File: src/sv/fixtok_pkg.sv
// Shared types, constants and byte-classification functions for the FIX tag=value tokenizer.
package fixtok_pkg;

  localparam logic [7:0] MAX_TAG_LEN   = 8'd64;
  localparam logic [7:0] MAX_VALUE_LEN = 8'd255;

  localparam logic [7:0] CH_SOH   = 8'h01;
  localparam logic [7:0] CH_EQ    = 8'h3D;
  localparam logic [7:0] CH_LT    = 8'h3C;
  localparam logic [7:0] CH_SLASH = 8'h2F;

  localparam int FIFO_DEPTH = 4;
  localparam int PTR_W      = $clog2(FIFO_DEPTH);
  localparam int CNT_W      = PTR_W + 1;
  localparam int CFG_ADDR_W = 3;

  localparam logic CFG_REG_SWAP = 1'b0;

  typedef enum logic [2:0] {
    KIND_TAG       = 3'd0,
    KIND_EQUALS    = 3'd1,
    KIND_VALUE     = 3'd2,
    KIND_FIELD_END = 3'd3,
    KIND_STOP      = 3'd4,
    KIND_EMPTY     = 3'd5,
    KIND_OVERFLOW  = 3'd6,
    KIND_END       = 3'd7
  } kind_t;

  typedef enum logic [1:0] {
    PH_TAG     = 2'd0,
    PH_VALUE   = 2'd1,
    PH_AFTER   = 2'd2,
    PH_STOPPED = 2'd3
  } phase_t;

  typedef struct packed {
    logic [7:0]  byte_out;
    kind_t       kind;
    logic [15:0] field_index;
    logic [7:0]  field_pos;
    logic [15:0] record_pos;
    logic [7:0]  checksum;
    logic        last;
  } res_t;

  typedef struct packed {
    logic [7:0]  byte_out;
    kind_t       kind;
    logic [7:0]  field_pos;
    phase_t      phase;
    logic [7:0]  part_len;
    logic [15:0] fields_done;
    logic [7:0]  sum;
  } plain_t;

  typedef struct packed {
    logic held;
    logic at_start;
  } core_status_t;

  function automatic logic [15:0] sat_inc16(input logic [15:0] v);
    return (v == 16'hFFFF) ? v : v + 16'd1;
  endfunction

  // Handles one tag or value byte and returns the result and the updated parse state.
  function automatic plain_t plain_byte(input logic        is_tag,
                                        input logic [7:0]  part_len,
                                        input logic [7:0]  b,
                                        input logic [7:0]  swap,
                                        input logic [15:0] fields_done,
                                        input logic [7:0]  sum);
    plain_t     p;
    logic [7:0] v;
    p.byte_out    = b;
    p.kind        = KIND_TAG;
    p.field_pos   = part_len;
    p.phase       = is_tag ? PH_TAG : PH_VALUE;
    p.part_len    = part_len;
    p.fields_done = fields_done;
    p.sum         = sum;
    v = (b == swap) ? CH_SOH : b;
    if (is_tag) begin
      if (b == CH_EQ) begin
        p.kind     = KIND_EQUALS;
        p.phase    = PH_VALUE;
        p.part_len = 8'd0;
      end else if (part_len >= MAX_TAG_LEN) begin
        p.kind = KIND_OVERFLOW;
      end else begin
        p.kind     = KIND_TAG;
        p.part_len = part_len + 8'd1;
      end
    end else begin
      p.byte_out = v;
      p.sum      = sum + v;
      if (v == CH_SOH) begin
        p.fields_done = sat_inc16(fields_done);
        p.kind        = KIND_FIELD_END;
        p.part_len    = 8'd0;
        p.phase       = PH_AFTER;
      end else if (part_len >= MAX_VALUE_LEN) begin
        p.kind = KIND_OVERFLOW;
      end else begin
        p.kind     = KIND_VALUE;
        p.part_len = part_len + 8'd1;
      end
    end
    return p;
  endfunction

endpackage

File: src/sv/fix_tag_value_tokenizer.sv
// Top level of the FIX tag=value tokenizer: stream ports, configuration port and checks.
//
// The block takes a FIX record one byte per request and classifies every byte as a tag
// byte, '=', value byte, field end (SOH), stop, empty record, overflow byte or record end,
// with the running field count, position inside the tag or value, record offset and a
// modulo-256 checksum over value bytes and SOH. A byte equal to the swap character (APB
// register at byte address 0, reset 0) is turned into SOH inside values. Each input byte
// is parsed in the cycle it is accepted and its results are written into a four-entry
// result queue; if it was empty, the first result is offered on the output in the next
// cycle. A byte gives zero, one or two results: a '<' directly after a field end is held
// back and gives nothing until the next byte decides between a stop and a released tag
// byte, in which case two results come out. The input accepts a byte in every cycle while
// the queue holds at most two results, so a stream of single-result bytes flows at one
// byte per cycle when the output is drained every cycle; the output port moves one result
// per cycle, which sets the pace whenever two-result bytes arrive back to back. in_tlast
// ends the record, and the parse state returns to its reset value right after that byte.
module fix_tag_value_tokenizer import fixtok_pkg::*; (
  input  logic                  clk,
  input  logic                  rst_n,
  // Input stream.
  input  logic                  in_tvalid,
  output logic                  in_tready,
  input  logic [7:0]            in_tdata,   // [7:0] byte_in
  input  logic                  in_tlast,   // end_of_record
  // Result stream.
  output logic                  out_tvalid,
  input  logic                  out_tready,
  output logic [55:0]           out_tdata,  // [7:0] byte_out, [23:8] field_index,
                                            // [31:24] field_pos, [47:32] record_pos,
                                            // [55:48] checksum
  output logic [2:0]            out_tuser,  // [2:0] kind
  output logic                  out_tlast,  // last result of the input byte
  // Configuration port.
  input  logic                  psel,
  input  logic                  penable,
  input  logic                  pwrite,
  input  logic [CFG_ADDR_W-1:0] paddr,
  input  logic [31:0]           pwdata,
  output logic [31:0]           prdata,
  output logic                  pready
);

  logic             in_accept;
  logic [7:0]       swap_char;
  res_t             res0;
  res_t             res1;
  logic [1:0]       res_cnt;
  logic [1:0]       push_cnt;
  core_status_t     core_st;
  res_t             head;
  logic [CNT_W-1:0] fifo_cnt;
  logic             pop;

  // Room for the worst case of two results must exist before a byte is taken.
  assign in_tready = (fifo_cnt <= CNT_W'(FIFO_DEPTH - 2));
  assign in_accept = in_tvalid && in_tready;
  assign push_cnt  = in_accept ? res_cnt : 2'd0;
  assign pop       = out_tvalid && out_tready;
  assign pready    = 1'b1;

  fixtok_cfg u_cfg (
    .clk       (clk),
    .rst_n     (rst_n),
    .psel      (psel),
    .penable   (penable),
    .pwrite    (pwrite),
    .paddr     (paddr),
    .pwdata    (pwdata),
    .prdata    (prdata),
    .swap_char (swap_char)
  );

  fixtok_core u_core (
    .clk       (clk),
    .rst_n     (rst_n),
    .accept    (in_accept),
    .in_byte   (in_tdata),
    .in_eor    (in_tlast),
    .swap_char (swap_char),
    .res0      (res0),
    .res1      (res1),
    .res_cnt   (res_cnt),
    .status    (core_st)
  );

  fixtok_fifo u_fifo (
    .clk      (clk),
    .rst_n    (rst_n),
    .push_cnt (push_cnt),
    .res0     (res0),
    .res1     (res1),
    .pop      (pop),
    .head     (head),
    .count    (fifo_cnt)
  );

  assign out_tvalid = (fifo_cnt != '0);
  assign out_tdata  = {head.checksum, head.record_pos, head.field_pos,
                       head.field_index, head.byte_out};
  assign out_tuser  = head.kind;
  assign out_tlast  = head.last;

`ifndef SYNTHESIS
  // The result queue must never be pushed past its depth.
  a_fifo_bound: assert property (@(posedge clk) disable iff (!rst_n)
    fifo_cnt <= CNT_W'(FIFO_DEPTH))
    else $error("result queue overfilled");

  // The byte that ends a record leaves the parser at the start of a new record.
  a_eor_clears: assert property (@(posedge clk) disable iff (!rst_n)
    (in_tvalid && in_tready && in_tlast) |=> (core_st.at_start && !core_st.held))
    else $error("parser not cleared after record end");

  // An empty-record result carries only the byte; every counter field is zero.
  a_empty_zero: assert property (@(posedge clk) disable iff (!rst_n)
    (out_tvalid && (out_tuser == KIND_EMPTY)) |-> (out_tdata[55:8] == 48'd0))
    else $error("empty record result has nonzero counters");
`endif

endmodule

File: src/sv/fixtok_cfg.sv
// Configuration register block holding the swap character.
module fixtok_cfg import fixtok_pkg::*; (
  input  logic                  clk,
  input  logic                  rst_n,
  input  logic                  psel,
  input  logic                  penable,
  input  logic                  pwrite,
  input  logic [CFG_ADDR_W-1:0] paddr,
  input  logic [31:0]           pwdata,
  output logic [31:0]           prdata,
  output logic [7:0]            swap_char
);

  logic [7:0] swap_r;
  logic [7:0] swap_nxt;
  logic       sel_swap;

  assign sel_swap = (paddr[CFG_ADDR_W-1] == CFG_REG_SWAP);

  always_comb begin
    swap_nxt = swap_r;
    if (psel && penable && pwrite && sel_swap) begin
      swap_nxt = pwdata[7:0];
    end
  end

  always_ff @(posedge clk) begin
    if (!rst_n) begin
      swap_r <= 8'd0;
    end else begin
      swap_r <= swap_nxt;
    end
  end

  assign prdata    = sel_swap ? {24'd0, swap_r} : 32'd0;
  assign swap_char = swap_r;

endmodule

File: src/sv/fixtok_core.sv
// Parse state and per-byte classification; produces up to two results per byte.
module fixtok_core import fixtok_pkg::*; (
  input  logic         clk,
  input  logic         rst_n,
  input  logic         accept,
  input  logic [7:0]   in_byte,
  input  logic         in_eor,
  input  logic [7:0]   swap_char,
  output res_t         res0,
  output res_t         res1,
  output logic [1:0]   res_cnt,
  output core_status_t status
);

  phase_t      phase_r, phase_nxt;
  logic        held_r, held_nxt;
  logic [7:0]  plen_r, plen_nxt;
  logic [15:0] fdone_r, fdone_nxt;
  logic [15:0] boff_r, boff_nxt;
  logic [7:0]  sum_r, sum_nxt;

  plain_t      pa;
  plain_t      pb;
  logic [15:0] boff1;
  logic [15:0] boff2;
  logic        is_empty;

  assign pa    = plain_byte(phase_r != PH_VALUE, plen_r, in_byte, swap_char, fdone_r, sum_r);
  // After a released '<' the new byte is a tag byte at position one.
  assign pb    = plain_byte(1'b1, 8'd1, in_byte, swap_char, fdone_r, sum_r);
  assign boff1 = sat_inc16(boff_r);
  assign boff2 = sat_inc16(boff1);

  always_comb begin
    phase_nxt = phase_r;
    held_nxt  = held_r;
    plen_nxt  = plen_r;
    fdone_nxt = fdone_r;
    boff_nxt  = boff_r;
    sum_nxt   = sum_r;
    res0      = '0;
    res1      = '0;
    res_cnt   = 2'd0;
    is_empty  = 1'b0;

    if (in_eor && (boff_r == 16'd0) && !held_r) begin
      is_empty = 1'b1;
      res0 = '{byte_out: in_byte, kind: KIND_EMPTY, field_index: 16'd0, field_pos: 8'd0,
               record_pos: 16'd0, checksum: 8'd0, last: 1'b1};
      res_cnt = 2'd1;
    end else if (phase_r == PH_STOPPED) begin
      if (in_eor) begin
        res0 = '{byte_out: in_byte, kind: KIND_END, field_index: fdone_r, field_pos: 8'd0,
                 record_pos: boff_r, checksum: sum_r, last: 1'b0};
        res_cnt = 2'd1;
      end
      boff_nxt = boff1;
    end else if ((phase_r == PH_AFTER) && held_r) begin
      held_nxt = 1'b0;
      if (in_byte == CH_SLASH) begin
        res0 = '{byte_out: in_byte, kind: KIND_STOP, field_index: fdone_r, field_pos: 8'd0,
                 record_pos: boff_r, checksum: sum_r, last: 1'b0};
        res_cnt   = 2'd1;
        boff_nxt  = boff2;
        phase_nxt = PH_STOPPED;
      end else begin
        res0 = '{byte_out: CH_LT, kind: KIND_TAG, field_index: fdone_r, field_pos: 8'd0,
                 record_pos: boff_r, checksum: sum_r, last: 1'b0};
        res1 = '{byte_out: pb.byte_out, kind: pb.kind, field_index: pb.fields_done,
                 field_pos: pb.field_pos, record_pos: boff1, checksum: pb.sum, last: 1'b0};
        res_cnt   = 2'd2;
        phase_nxt = pb.phase;
        plen_nxt  = pb.part_len;
        fdone_nxt = pb.fields_done;
        sum_nxt   = pb.sum;
        boff_nxt  = boff2;
      end
    end else if ((phase_r == PH_AFTER) && (in_byte == CH_LT) && !in_eor) begin
      held_nxt = 1'b1;
    end else begin
      res0 = '{byte_out: pa.byte_out, kind: pa.kind, field_index: pa.fields_done,
               field_pos: pa.field_pos, record_pos: boff_r, checksum: pa.sum, last: 1'b0};
      res_cnt   = 2'd1;
      phase_nxt = pa.phase;
      plen_nxt  = pa.part_len;
      fdone_nxt = pa.fields_done;
      sum_nxt   = pa.sum;
      boff_nxt  = boff1;
    end

    if (!is_empty) begin
      if (res_cnt == 2'd1) begin
        res0.last = 1'b1;
        if (in_eor) begin
          res0.kind = KIND_END;
        end
      end else if (res_cnt == 2'd2) begin
        res1.last = 1'b1;
        if (in_eor) begin
          res1.kind = KIND_END;
        end
      end
    end

    if (in_eor) begin
      phase_nxt = PH_TAG;
      held_nxt  = 1'b0;
      plen_nxt  = 8'd0;
      fdone_nxt = 16'd0;
      boff_nxt  = 16'd0;
      sum_nxt   = 8'd0;
    end
  end

  always_ff @(posedge clk) begin
    if (!rst_n) begin
      phase_r <= PH_TAG;
      held_r  <= 1'b0;
      plen_r  <= 8'd0;
      fdone_r <= 16'd0;
      boff_r  <= 16'd0;
      sum_r   <= 8'd0;
    end else if (accept) begin
      phase_r <= phase_nxt;
      held_r  <= held_nxt;
      plen_r  <= plen_nxt;
      fdone_r <= fdone_nxt;
      boff_r  <= boff_nxt;
      sum_r   <= sum_nxt;
    end
  end

  assign status.held     = held_r;
  assign status.at_start = (boff_r == 16'd0);

endmodule

File: src/sv/fixtok_fifo.sv
// Small result queue that takes up to two results per cycle and hands out one.
module fixtok_fifo import fixtok_pkg::*; (
  input  logic             clk,
  input  logic             rst_n,
  input  logic [1:0]       push_cnt,
  input  res_t             res0,
  input  res_t             res1,
  input  logic             pop,
  output res_t             head,
  output logic [CNT_W-1:0] count
);

  res_t             mem [FIFO_DEPTH];
  logic [PTR_W-1:0] wptr_r, wptr_nxt;
  logic [PTR_W-1:0] rptr_r, rptr_nxt;
  logic [CNT_W-1:0] cnt_r, cnt_nxt;

  always_comb begin
    wptr_nxt = wptr_r + PTR_W'(push_cnt);
    rptr_nxt = rptr_r + PTR_W'(pop);
    cnt_nxt  = cnt_r + CNT_W'(push_cnt) - CNT_W'(pop);
  end

  always_ff @(posedge clk) begin
    if (push_cnt != 2'd0) begin
      mem[wptr_r] <= res0;
    end
    if (push_cnt == 2'd2) begin
      mem[wptr_r + PTR_W'(1)] <= res1;
    end
  end

  always_ff @(posedge clk) begin
    if (!rst_n) begin
      wptr_r <= '0;
      rptr_r <= '0;
      cnt_r  <= '0;
    end else begin
      wptr_r <= wptr_nxt;
      rptr_r <= rptr_nxt;
      cnt_r  <= cnt_nxt;
    end
  end

  assign head  = mem[rptr_r];
  assign count = cnt_r;

endmodule
File: config.mk
export PLATFORM = sky130hd
export DESIGN_NAME = fix_tag_value_tokenizer
export DESIGN_NICKNAME = d
export VERILOG_FILES = /design/src/sv/fixtok_pkg.sv /design/src/sv/fix_tag_value_tokenizer.sv /design/src/sv/fixtok_cfg.sv /design/src/sv/fixtok_core.sv /design/src/sv/fixtok_fifo.sv
export SDC_FILE = /design/constraint.sdc
export NUM_CORES = 1
export LEC_CHECK = 0
export BUFFER_PORTS_ARGS = -buffer_cell sky130_fd_sc_hd__buf_2
export CORE_MARGIN = 8
export CORE_UTILIZATION = 55
export CTS_CLUSTER_SIZE = 30
export DETAILED_ROUTE_END_ITERATION = 10
export PLACE_DENSITY = 0.85
export SLEW_MARGIN = 20
export SYNTH_ARGS = -nofsm -noshare
export SYNTH_HDL_FRONTEND = slang
export SYNTH_SLANG_ARGS = --single-unit
File: constraint.sdc
create_clock -name clk -period 5.1 [get_ports clk]
set_input_delay 1.53 -clock clk [delete_from_list [all_inputs] [get_ports clk]]
set_output_delay 1.53 -clock clk [all_outputs]
set_load 0.02 [all_outputs]
### Word level (Yosys, flattened, before mapping)

Memory sizes are Yosys's and may differ from the RTL's. A register that Yosys moved wholly into a read port is not among the register bits.
Index checks and enable logic that the tools add are counted.

* register bits: 66
* memory bits (writable): 240
* bits of input ports: 51
* output and inout bits: 95
* memories: 1

* add/sub/neg operators: 10
* $lt $le $gt $ge: 3
* equality and inequality tests: 23
* muxes and demuxes: 91
* bitwise gates (word level): 1
* reductions and logical operators: 21

Memory list
* u_fifo.mem: depth 4, bits a word 60, rd ports 1, clocked after Yosys merged registers in 1, write ports 2, line fixtok_fifo.sv:13 `res_t mem [FIFO_DEPTH];`

Operator list (count)
* 60-bit 2-to-1 mux: 10
* 16-bit 2-to-1 mux: 14
* 8-bit 2-to-1 mux: 18
* 16-bit by 1-bit adder with 16-bit output, second input constant: 3
* 16-bit equality test, second input constant: 3
* 3-bit 2-to-1 mux: 12
* 2-bit 2-to-1 mux: 15
* 8-bit by 6-bit equality test with 1-bit output, second input constant: 3
* 24-bit 2-to-1 mux: 1
* 1-bit 2-to-1 mux: 20
* 16-bit zero test: 1
* 1-bit logical AND: 10
* 10-bit 2-to-1 mux: 1
* 8-bit by 1-bit adder with 8-bit output, second input constant: 1
* 8-bit adder: 1
* 2-bit equality test, second input constant: 4
* 8-bit by 1-bit equality test with 1-bit output, second input constant: 1
* 8-bit equality test: 1
* 8-bit by 7-bit >= comparator with 1-bit output, second input constant: 1
* 8-bit >= comparator, second input constant: 1
* 2-bit != test, second input constant: 4
* 4-bit AND reduction: 2
* 7-bit AND reduction: 1
* 3-bit nonzero test: 2
* 18 further kinds: 19

### Logic depth before layout (Yosys ltp)

Gate-level depths: netlist of run 1.

* depth after elaboration: 12
* gate-level depth with buffers: 18
* gate-level depth less buffers: 15

### Hierarchy

A second synthesis of run 1 with hierarchy kept.

* cells, all modules: 1485
* area total of the unflattened synthesis: 18111.1 µm²

By module, submodules not included
* fixtok_fifo: times used 1, cells an instance 622, area each 12111.6 µm², seq. area each 7347.0 µm²
* fixtok_core: times used 1, cells an instance 785, area each 5345.1 µm², seq. area each 1021.0 µm²
* fixtok_cfg: times used 1, cells an instance 69, area each 585.6 µm², seq. area each 160.2 µm²
* fix_tag_value_tokenizer: times used 1, cells an instance 9, area each 68.8 µm², seq. area each 0.0 µm²

### Least setup slack after synthesis of run 1

Ideal clock, no wire load.

* kind: input-to-reg
* from: in in_tdata[1]
* to: mem u_fifo.mem[2][0] (netlist name) (enable)
* library setup time: 0.619 ns
* arrival: 4.388 ns
* data required time: 4.481 ns
* path slack: 0.093 ns
* stages on the path: 10
* buffers on the path: 4
* cells stage by stage: clkbuf_1 -> or4b_1 -> o41ai_2 -> a21o_1 -> buf_2 -> nor2_1 -> nand2_1 -> buf_2 -> buf_2 -> nand2_1

RTL lines
* from (decl): line fix_tag_value_tokenizer.sv:23 `input logic [7:0] in_tdata,`
* to (decl): line fixtok_fifo.sv:13

==> results of run 1 <==
==> synthesized netlist by cell type (all sizes together), types with 23 or more instances <==
library cell / instances
o22ai: 108
a32o: 47
o21ai: 144
and2: 26
buf: 86
edfxtp: 212
nor3: 25
xnor2: 23
nor2: 76
clkbuf: 89
a21oi: 47
nand3: 55
nor2b: 36
nand2: 181
dfxtp: 94
mux4: 60
==> final timing paths <==
check / from / endpoint
worst max-delay path: in_tdata[6] / u_fifo.mem[0][7]
worst min-delay path: u_fifo.mem[1][31] / u_fifo.mem[1][31]
worst max register to register: u_core.boff_r[0] / u_core.boff_r[8]
worst min register to register: u_fifo.mem[1][31] / u_fifo.mem[1][31]
==> power by group <==
group | switching (mW) | leakage [nW] | internal, mW
Combinational | 1.23 | 2.86 | 0.708
Sequential | 0.173 | 2.56 | 2.91
Clock | 0.979 | 0.535 | 1.44
Total | 2.38 | 5.95 | 5.06
==> worst register-to-register path, cell delays in order, from the launching register on <==
cell and delay, ns:
dfxtp_1 0.61, ha_1 0.37, and4_1 0.28, nand4_1 0.44, o21ai_0 0.51, ha_1 0.29, nand3_1 0.15, nor2_1 0.35
nand2_1 0.17, nor4bb_1 0.45, xor2_1 0.19, o21ai_1 0.07
==> kinds of logic after synthesis <==
group | synth area share [%]
flops | 48.5
fa+ha+maj | 1.25
other cells | 0.0442
buf+inv | 5.35
xor+xnor | 1.75
simple gates | 14.9
compound gates | 19.5
mux | 8.72
==> per-layer routing <==
metal  global-route usage, %  routed length, um
met3                    5.83               6940
met2                    43.2              23300
met1                    38.0              19900
met4                    12.5               2120
met5                       0                  0
==> layout by cell type (no fill, tap or decap), drive strengths merged, types with 12 or more instances in the layout <==
| cell | instances |
|---|---|
| a22oi | 16 |
| nand2 | 181 |
| a21boi | 15 |
| mux2i | 12 |
| nor2 | 76 |
| clkbuf | 48 |
| a21oi | 47 |
| nand3 | 55 |
| and3 | 16 |
| mux4 | 60 |
| conb | 25 |
| xnor2 | 23 |
| nor3 | 25 |
| edfxtp | 212 |
| a32o | 47 |
| nor2b | 36 |
| and2 | 26 |
| nor4 | 13 |
| inv | 22 |
| ha | 13 |
| nand4 | 19 |
| o21ai | 144 |
| buf | 153 |
| a22o | 19 |
| dfxtp | 94 |
| o211ai | 15 |
| o22ai | 108 |
==> sequential cells by signal, indices dropped and copies added (netlist names), 3 cells and up <==
signal / flops
u_fifo.count: 3
u_fifo.mem: 240
u_core.sum_r: 8
u_core.plen_r: 8
u_cfg.swap_char: 8
u_core.boff_r: 16
u_core.fdone_r: 16
==> metrics by stage <==
step	std cells	hold WS [ns]	worst slack, ns
2_1_floorplan	1639	0.436	0.0930
3_3_place_gp	2013	0.445	0.142
3_5_place_dp	2013	0.459	0.0135
4_1_cts	2074	0.467	0.531
5_1_grt	2074	0.479	0.200
6_report	2074	0.460	0.435
==> area by class of cell <==
cell class	count	area [um^2]	area share [%]
clock buffers	48	976	5.18
inverters	23	86.3	0.458
repair buffers	153	938	4.98
clock inverters	13	116	0.618
well taps	396	495	2.63
multi-input cells	1135	7970	42.3
flip-flops and latches	306	8250	43.8
==> results_dict.tcl, run 1 <==
set metrics [dict create \
    power_density_nw_per_um2 395 \
    cts_resized 0 \
    ys_top_cells_by_area "edfxtp_1, dfxtp_1, mux4_2, nand2_1, o22ai_1" \
    initial_core_util_pct 55.7 \
    finalPower_mw 7.44 \
    final_util_pct 61.7 \
    finalCriticalPeriod_ns 4.67 \
    crit_slowest_cell "fa_1" \
    ys_seq_area_share_pct 48.5 \
    max_slew_margin_pct 22.6 \
    yosysTopAreaCell "edfxtp_1" \
    ctsRootBufferMaster "clkbuf_16" \
    fin_setup_tns_ns 0 \
    drcViolationCount 0 \
    synth_warnings 0 \
    worstPathArrival_ns 4.88 \
    max_freq_ghz 0.214 \
    ys_seq_elements 306 \
    fin_crit_sh_pct 91.5 \
    clock-sinks 306 \
    via_count 14700 \
    dp.final_hpwl_um 34400 \
    die_w_um 192 \
    htreeDepth 2 \
    io_pins 146 \
    core_um2 30500 \
    dpl-instance-area_um2 17700 \
    grt_max_degree 61 \
    crit_path_max_incr_delay_ns 0.52 \
    first_pass_iters 6 \
    gp_congestion 0.970 \
    clkSlewWorstSetupHoldPaths_ns 0.06 \
    grt_overflow 0 \
    worstSetupPathType "primary input to flop" \
    startpoint_type "primary input" \
    viasPerCell 7.09 \
    layout-drive-gt1-share_pct 18.1 \
    worstPathMaxFanout 9 \
    cts_tree "built" \
    hold_class "flop to flop" \
    cts_buffers 34 \
    syn_area_per_cell_um2 10.5 \
    synth_edf_count 212 \
    grt.total_usage_pct 28.1 \
    r2r_slack_ns 1.10 \
    yosysTopAreaCellShare_pct 37.5 \
    synth_async_sr_flop_share_pct 0 \
    holdBufCountCts 0 \
    clock_path_buffers 3 \
    drt.antenna.violating_nets 0 \
    synth.distinct_cells 91 \
    end_kind "flop" \
    synthCells 1616 \
    antenna_found_initial 0 \
    whs_path_depth 2 \
    synth_top_flop_cell "edfxtp_1" \
    mappedNetlistArea_um2 17000 \
    nNetsFinal 1719 \
    finalHoldViolCount 0 \
    r2r_cells 11 \
    rsz0062_at_grt "no" \
    fin_area_um2 18800 \
    cp.required_ns 5.32 \
    n_antenna_cell 0 \
    max_cap_viol_count 0 \
    grt_pass1_vias 14500 \
    status "completed" \
    wl_per_cell_um 25.2 \
    crit_family "simple AND/OR/NAND/NOR gates" \
    die_area_um2 36800 \
    p_leak_nw 5.95 \
    cp.depth 14 \
    syn2layout_area_growth_pct 10.8 \
    die_h_um 192 \
    clk-insertion-delay-late_ns 0.51 \
    finalSetupViolCount 0 \
    skew_ns 0.0112 \
    slew_viol_final 0 \
    wl_um 52200 \
    path_buf_inv 2 \
    drtIter0Drc 2137 \
    grt_first_pass_wirelength_um 81400 \
    path_cells "buf_2, xnor2_1, and4_1, nand2_1, nand2b_1, ha_1, inv_1, fa_1, a2111oi_0, nor2_1, a21oi_1, nor3_1, nor3_2, o22ai_1" \
    io_buffers 94 \
    post_cts_buffers 0 \
    nFillCells 2363 \
    tightest_slew_ns 1.13 \
    fp-row-count 64 \
    vdd_drop_max_mv 0.234 \
]
Note: power is estimated with default switching activity, not from simulation.
==> inputs of run 2 (changes only) <==
CORE_UTILIZATION = 56   (was 55)
CTS_BUF_LIST = sky130_fd_sc_hd__clkbuf_2 sky130_fd_sc_hd__clkbuf_4 sky130_fd_sc_hd__clkbuf_8   (was not set)
PLACE_DENSITY = 0.87   (was 0.85)
==> run 2 against run 1 <==
Flip-flop and latch count is the same. Via count shrank 0.90%. Critical path depth stayed put. Final area fell by 0.23%. First-iteration DRC count is 10% higher. Non-clock buffer count is 6 lower. Clock power decreased by 6%. Core utilization is 1.3 points higher. Routed wire length is 2.0% lower. Combinational power about the same. Sequential power about the same. Register-to-register slack better by 0.05 ns.
==> results_dict.tcl, run 2 (same netlist as run 1, synthesis figures left out) <==
set metrics [dict create \
    p_leak_nw 5.96 \
    register_area_um2 8250 \
    whs_path_depth 2 \
    syn2layout_area_growth_pct 10.6 \
    grt_pass1_vias 14100 \
    ctsRootBufferMaster "clkbuf_8" \
    max_cap_viol_count 0 \
    io_pins 146 \
    slew_viol_final 0 \
    fp-row-count 63 \
    finalHoldViolCount 0 \
    finalSetupViolCount 0 \
    die_area_um2 36200 \
    dp.final_hpwl_um 34100 \
    swShare_pct 32.9 \
    p_sw_mw 2.40 \
    place_ws_ns 0.0374 \
    timing.rr.start "u_core.boff_r[0]" \
    max_freq_ghz 0.220 \
    vdd_drop_max_mv 0.265 \
    finalCriticalPeriod_ns 4.54 \
    worstPathArrival_ns 4.99 \
    grt_overflow 0 \
    clockPowerShare_pct 31.3 \
    combPwrFrac_pct 26.6 \
    whs_endpoint "u_fifo.mem[1][27]" \
    tightest_slew_ns 1.10 \
    wl_per_cell_um 24.4 \
    cts_buffers 49 \
    core_um2 29800 \
    htreeDepth 2 \
    viasPerCell 6.96 \
    cpMostUsedCell "nor3_1" \
    power_density_nw_per_um2 387 \
    clk-insertion-delay-late_ns 0.60 \
    end_kind "flop" \
    worstSetupPathType "primary input to flop" \
    holdBufCountCts 0 \
    grt.total_usage_pct 27.3 \
    drtIter0Drc 2360 \
    mostFrequentLayoutCells "edfxtp_1, nand2_1, o22ai_1" \
    p_int_mw 4.88 \
    largest_reg_flops 240 \
    r2r_slack_ns 1.15 \
    clock-sinks 306 \
    antenna_found_initial 1 \
    crit_path_max_incr_delay_ns 0.50 \
    nFillCells 2306 \
    hold_class "flop to flop" \
    fin_setup_tns_ns 0 \
    io_buffers 94 \
    grt_max_degree 61 \
    worstPathMaxFanout 9 \
    fin_crit_sh_pct 89.0 \
    r2r_cells 10 \
    fin_ws_ns 0.559 \
    cts_tree "built" \
    max_slew_margin_pct 24.9 \
    die_w_um 190 \
    drcViolationCount 0 \
    via_count 14600 \
    reg2reg_to "u_core.boff_r[12]" \
    post_cts_buffers 0 \
    path_buf_inv 2 \
    seq_power_share_pct 42.1 \
    rsz0062_at_grt "no" \
    nNetsFinal 1728 \
    initial_core_util_pct 57.0 \
    wl_um 51200 \
    grt_first_pass_wirelength_um 78700 \
    crit_family "compound AO/OA/AOI/OAI gates" \
    path_cells "buf_2, xnor2_1, and4_1, nand2_1, nand2b_1, ha_1, inv_1, fa_1, a2111oi_0, nor3_1, o211ai_1, xor2_1, nor3_1, a22o_1" \
    die_h_um 190 \
    crit_slowest_cell "a2111oi_0" \
    cp.required_ns 5.55 \
    skew_ns 0.0174 \
    drt.antenna.violating_nets 0 \
    finalPower_mw 7.28 \
    top_register "u_fifo.mem" \
    layout-drive-gt1-share_pct 19.4 \
    multiInputGateArea_um2 7970 \
    hp-start "u_fifo.mem[1][27]" \
    gp_congestion 0.954 \
    cts_resized 0 \
    layout_commonest_cell "edfxtp_1" \
    clock_path_buffers 3 \
    clkSlewWorstSetupHoldPaths_ns 0.06 \
    status "completed" \
    startpoint_type "primary input" \
    first_pass_iters 6 \
    largestRegisters "u_fifo.mem: 240 flops, u_core.boff_r: 16 flops, u_core.fdone_r: 16 flops" \
]
[run 2: cell types whose count changed in the layout (fill, tap and decap cells not counted), sizes merged]
cell    change
buf         -6
bufinv      +1
clkbuf     +22
clkinv      +7
diode       +1
inv         +1
[run 2: worst register-to-register path: stages, from the launching register on]
cell     delay [ns]
dfxtp_1        0.63
ha_1           0.37
and4_1         0.27
nand4_1        0.44
o21ai_0        0.53
ha_1           0.29
nand3_1        0.14
nor2_1         0.35
nand3_1        0.26
a311o_1        0.33
a32o_1         0.24
[run 2: power by group through the flow]
stage	logic [mW]	clock network, mW	registers, mW
6_report	1.93	2.28	3.06
2_1_floorplan	1.36	0	3.01
4_1_cts	1.93	2.28	3.06
3_5_place_dp	1.92	0	3.11
3_3_place_gp	1.89	0	3.09
5_1_grt	2.04	2.39	3.09
[run 2: final cells by class]
class,count,share of cell area (%)
antenna,1,0.0133
clock buffer,70,4.63
timing repair buffer,147,4.95
sequential,306,43.9
inverter,23,0.459
clock inverter,22,1.03
tap,390,2.60
multi-input combinational,1135,42.4
[run 2: worst max path at each step]
stage                startpoint                to  slack [ns]  cells after the start
floorplan           in_tdata[1]  u_fifo.mem[2][0]        0.09                     10
global placement    in_tdata[1]  u_fifo.mem[3][8]        0.11                     14
detailed placement  in_tdata[6]  u_fifo.mem[3][8]        0.04                     14
CTS                 in_tdata[6]  u_fifo.mem[3][8]        0.63                     14
global route        in_tdata[6]  u_fifo.mem[2][5]        0.31                     14
finish              in_tdata[6]  u_fifo.mem[3][5]        0.56                     14
[run 2: per-stage QoR]
step,hold slack [ns],utilization (%),instances,cell area (um^2)
CTS,0.464,63.1,2093,18800
floorplan,0.436,-,1639,17100
detailed placement,0.456,59.5,2001,17700
global placement,0.444,59.5,2001,17700
global route,0.502,63.1,2093,18800
finish,0.464,63.1,2094,18800
[run 2: per-layer routing]
| metal | global-route usage [%] | share of wire (%) | up-vias |
|---|---|---|---|
| met3 | 6.01 | 13 | 174 |
| li1 | - | - | 6294 |
| met5 | 0 | 0.025 | - |
| met1 | 37.1 | 39 | 6962 |
| met2 | 42.0 | 45 | 1136 |
| met4 | 11.4 | 3.4 | 2 |
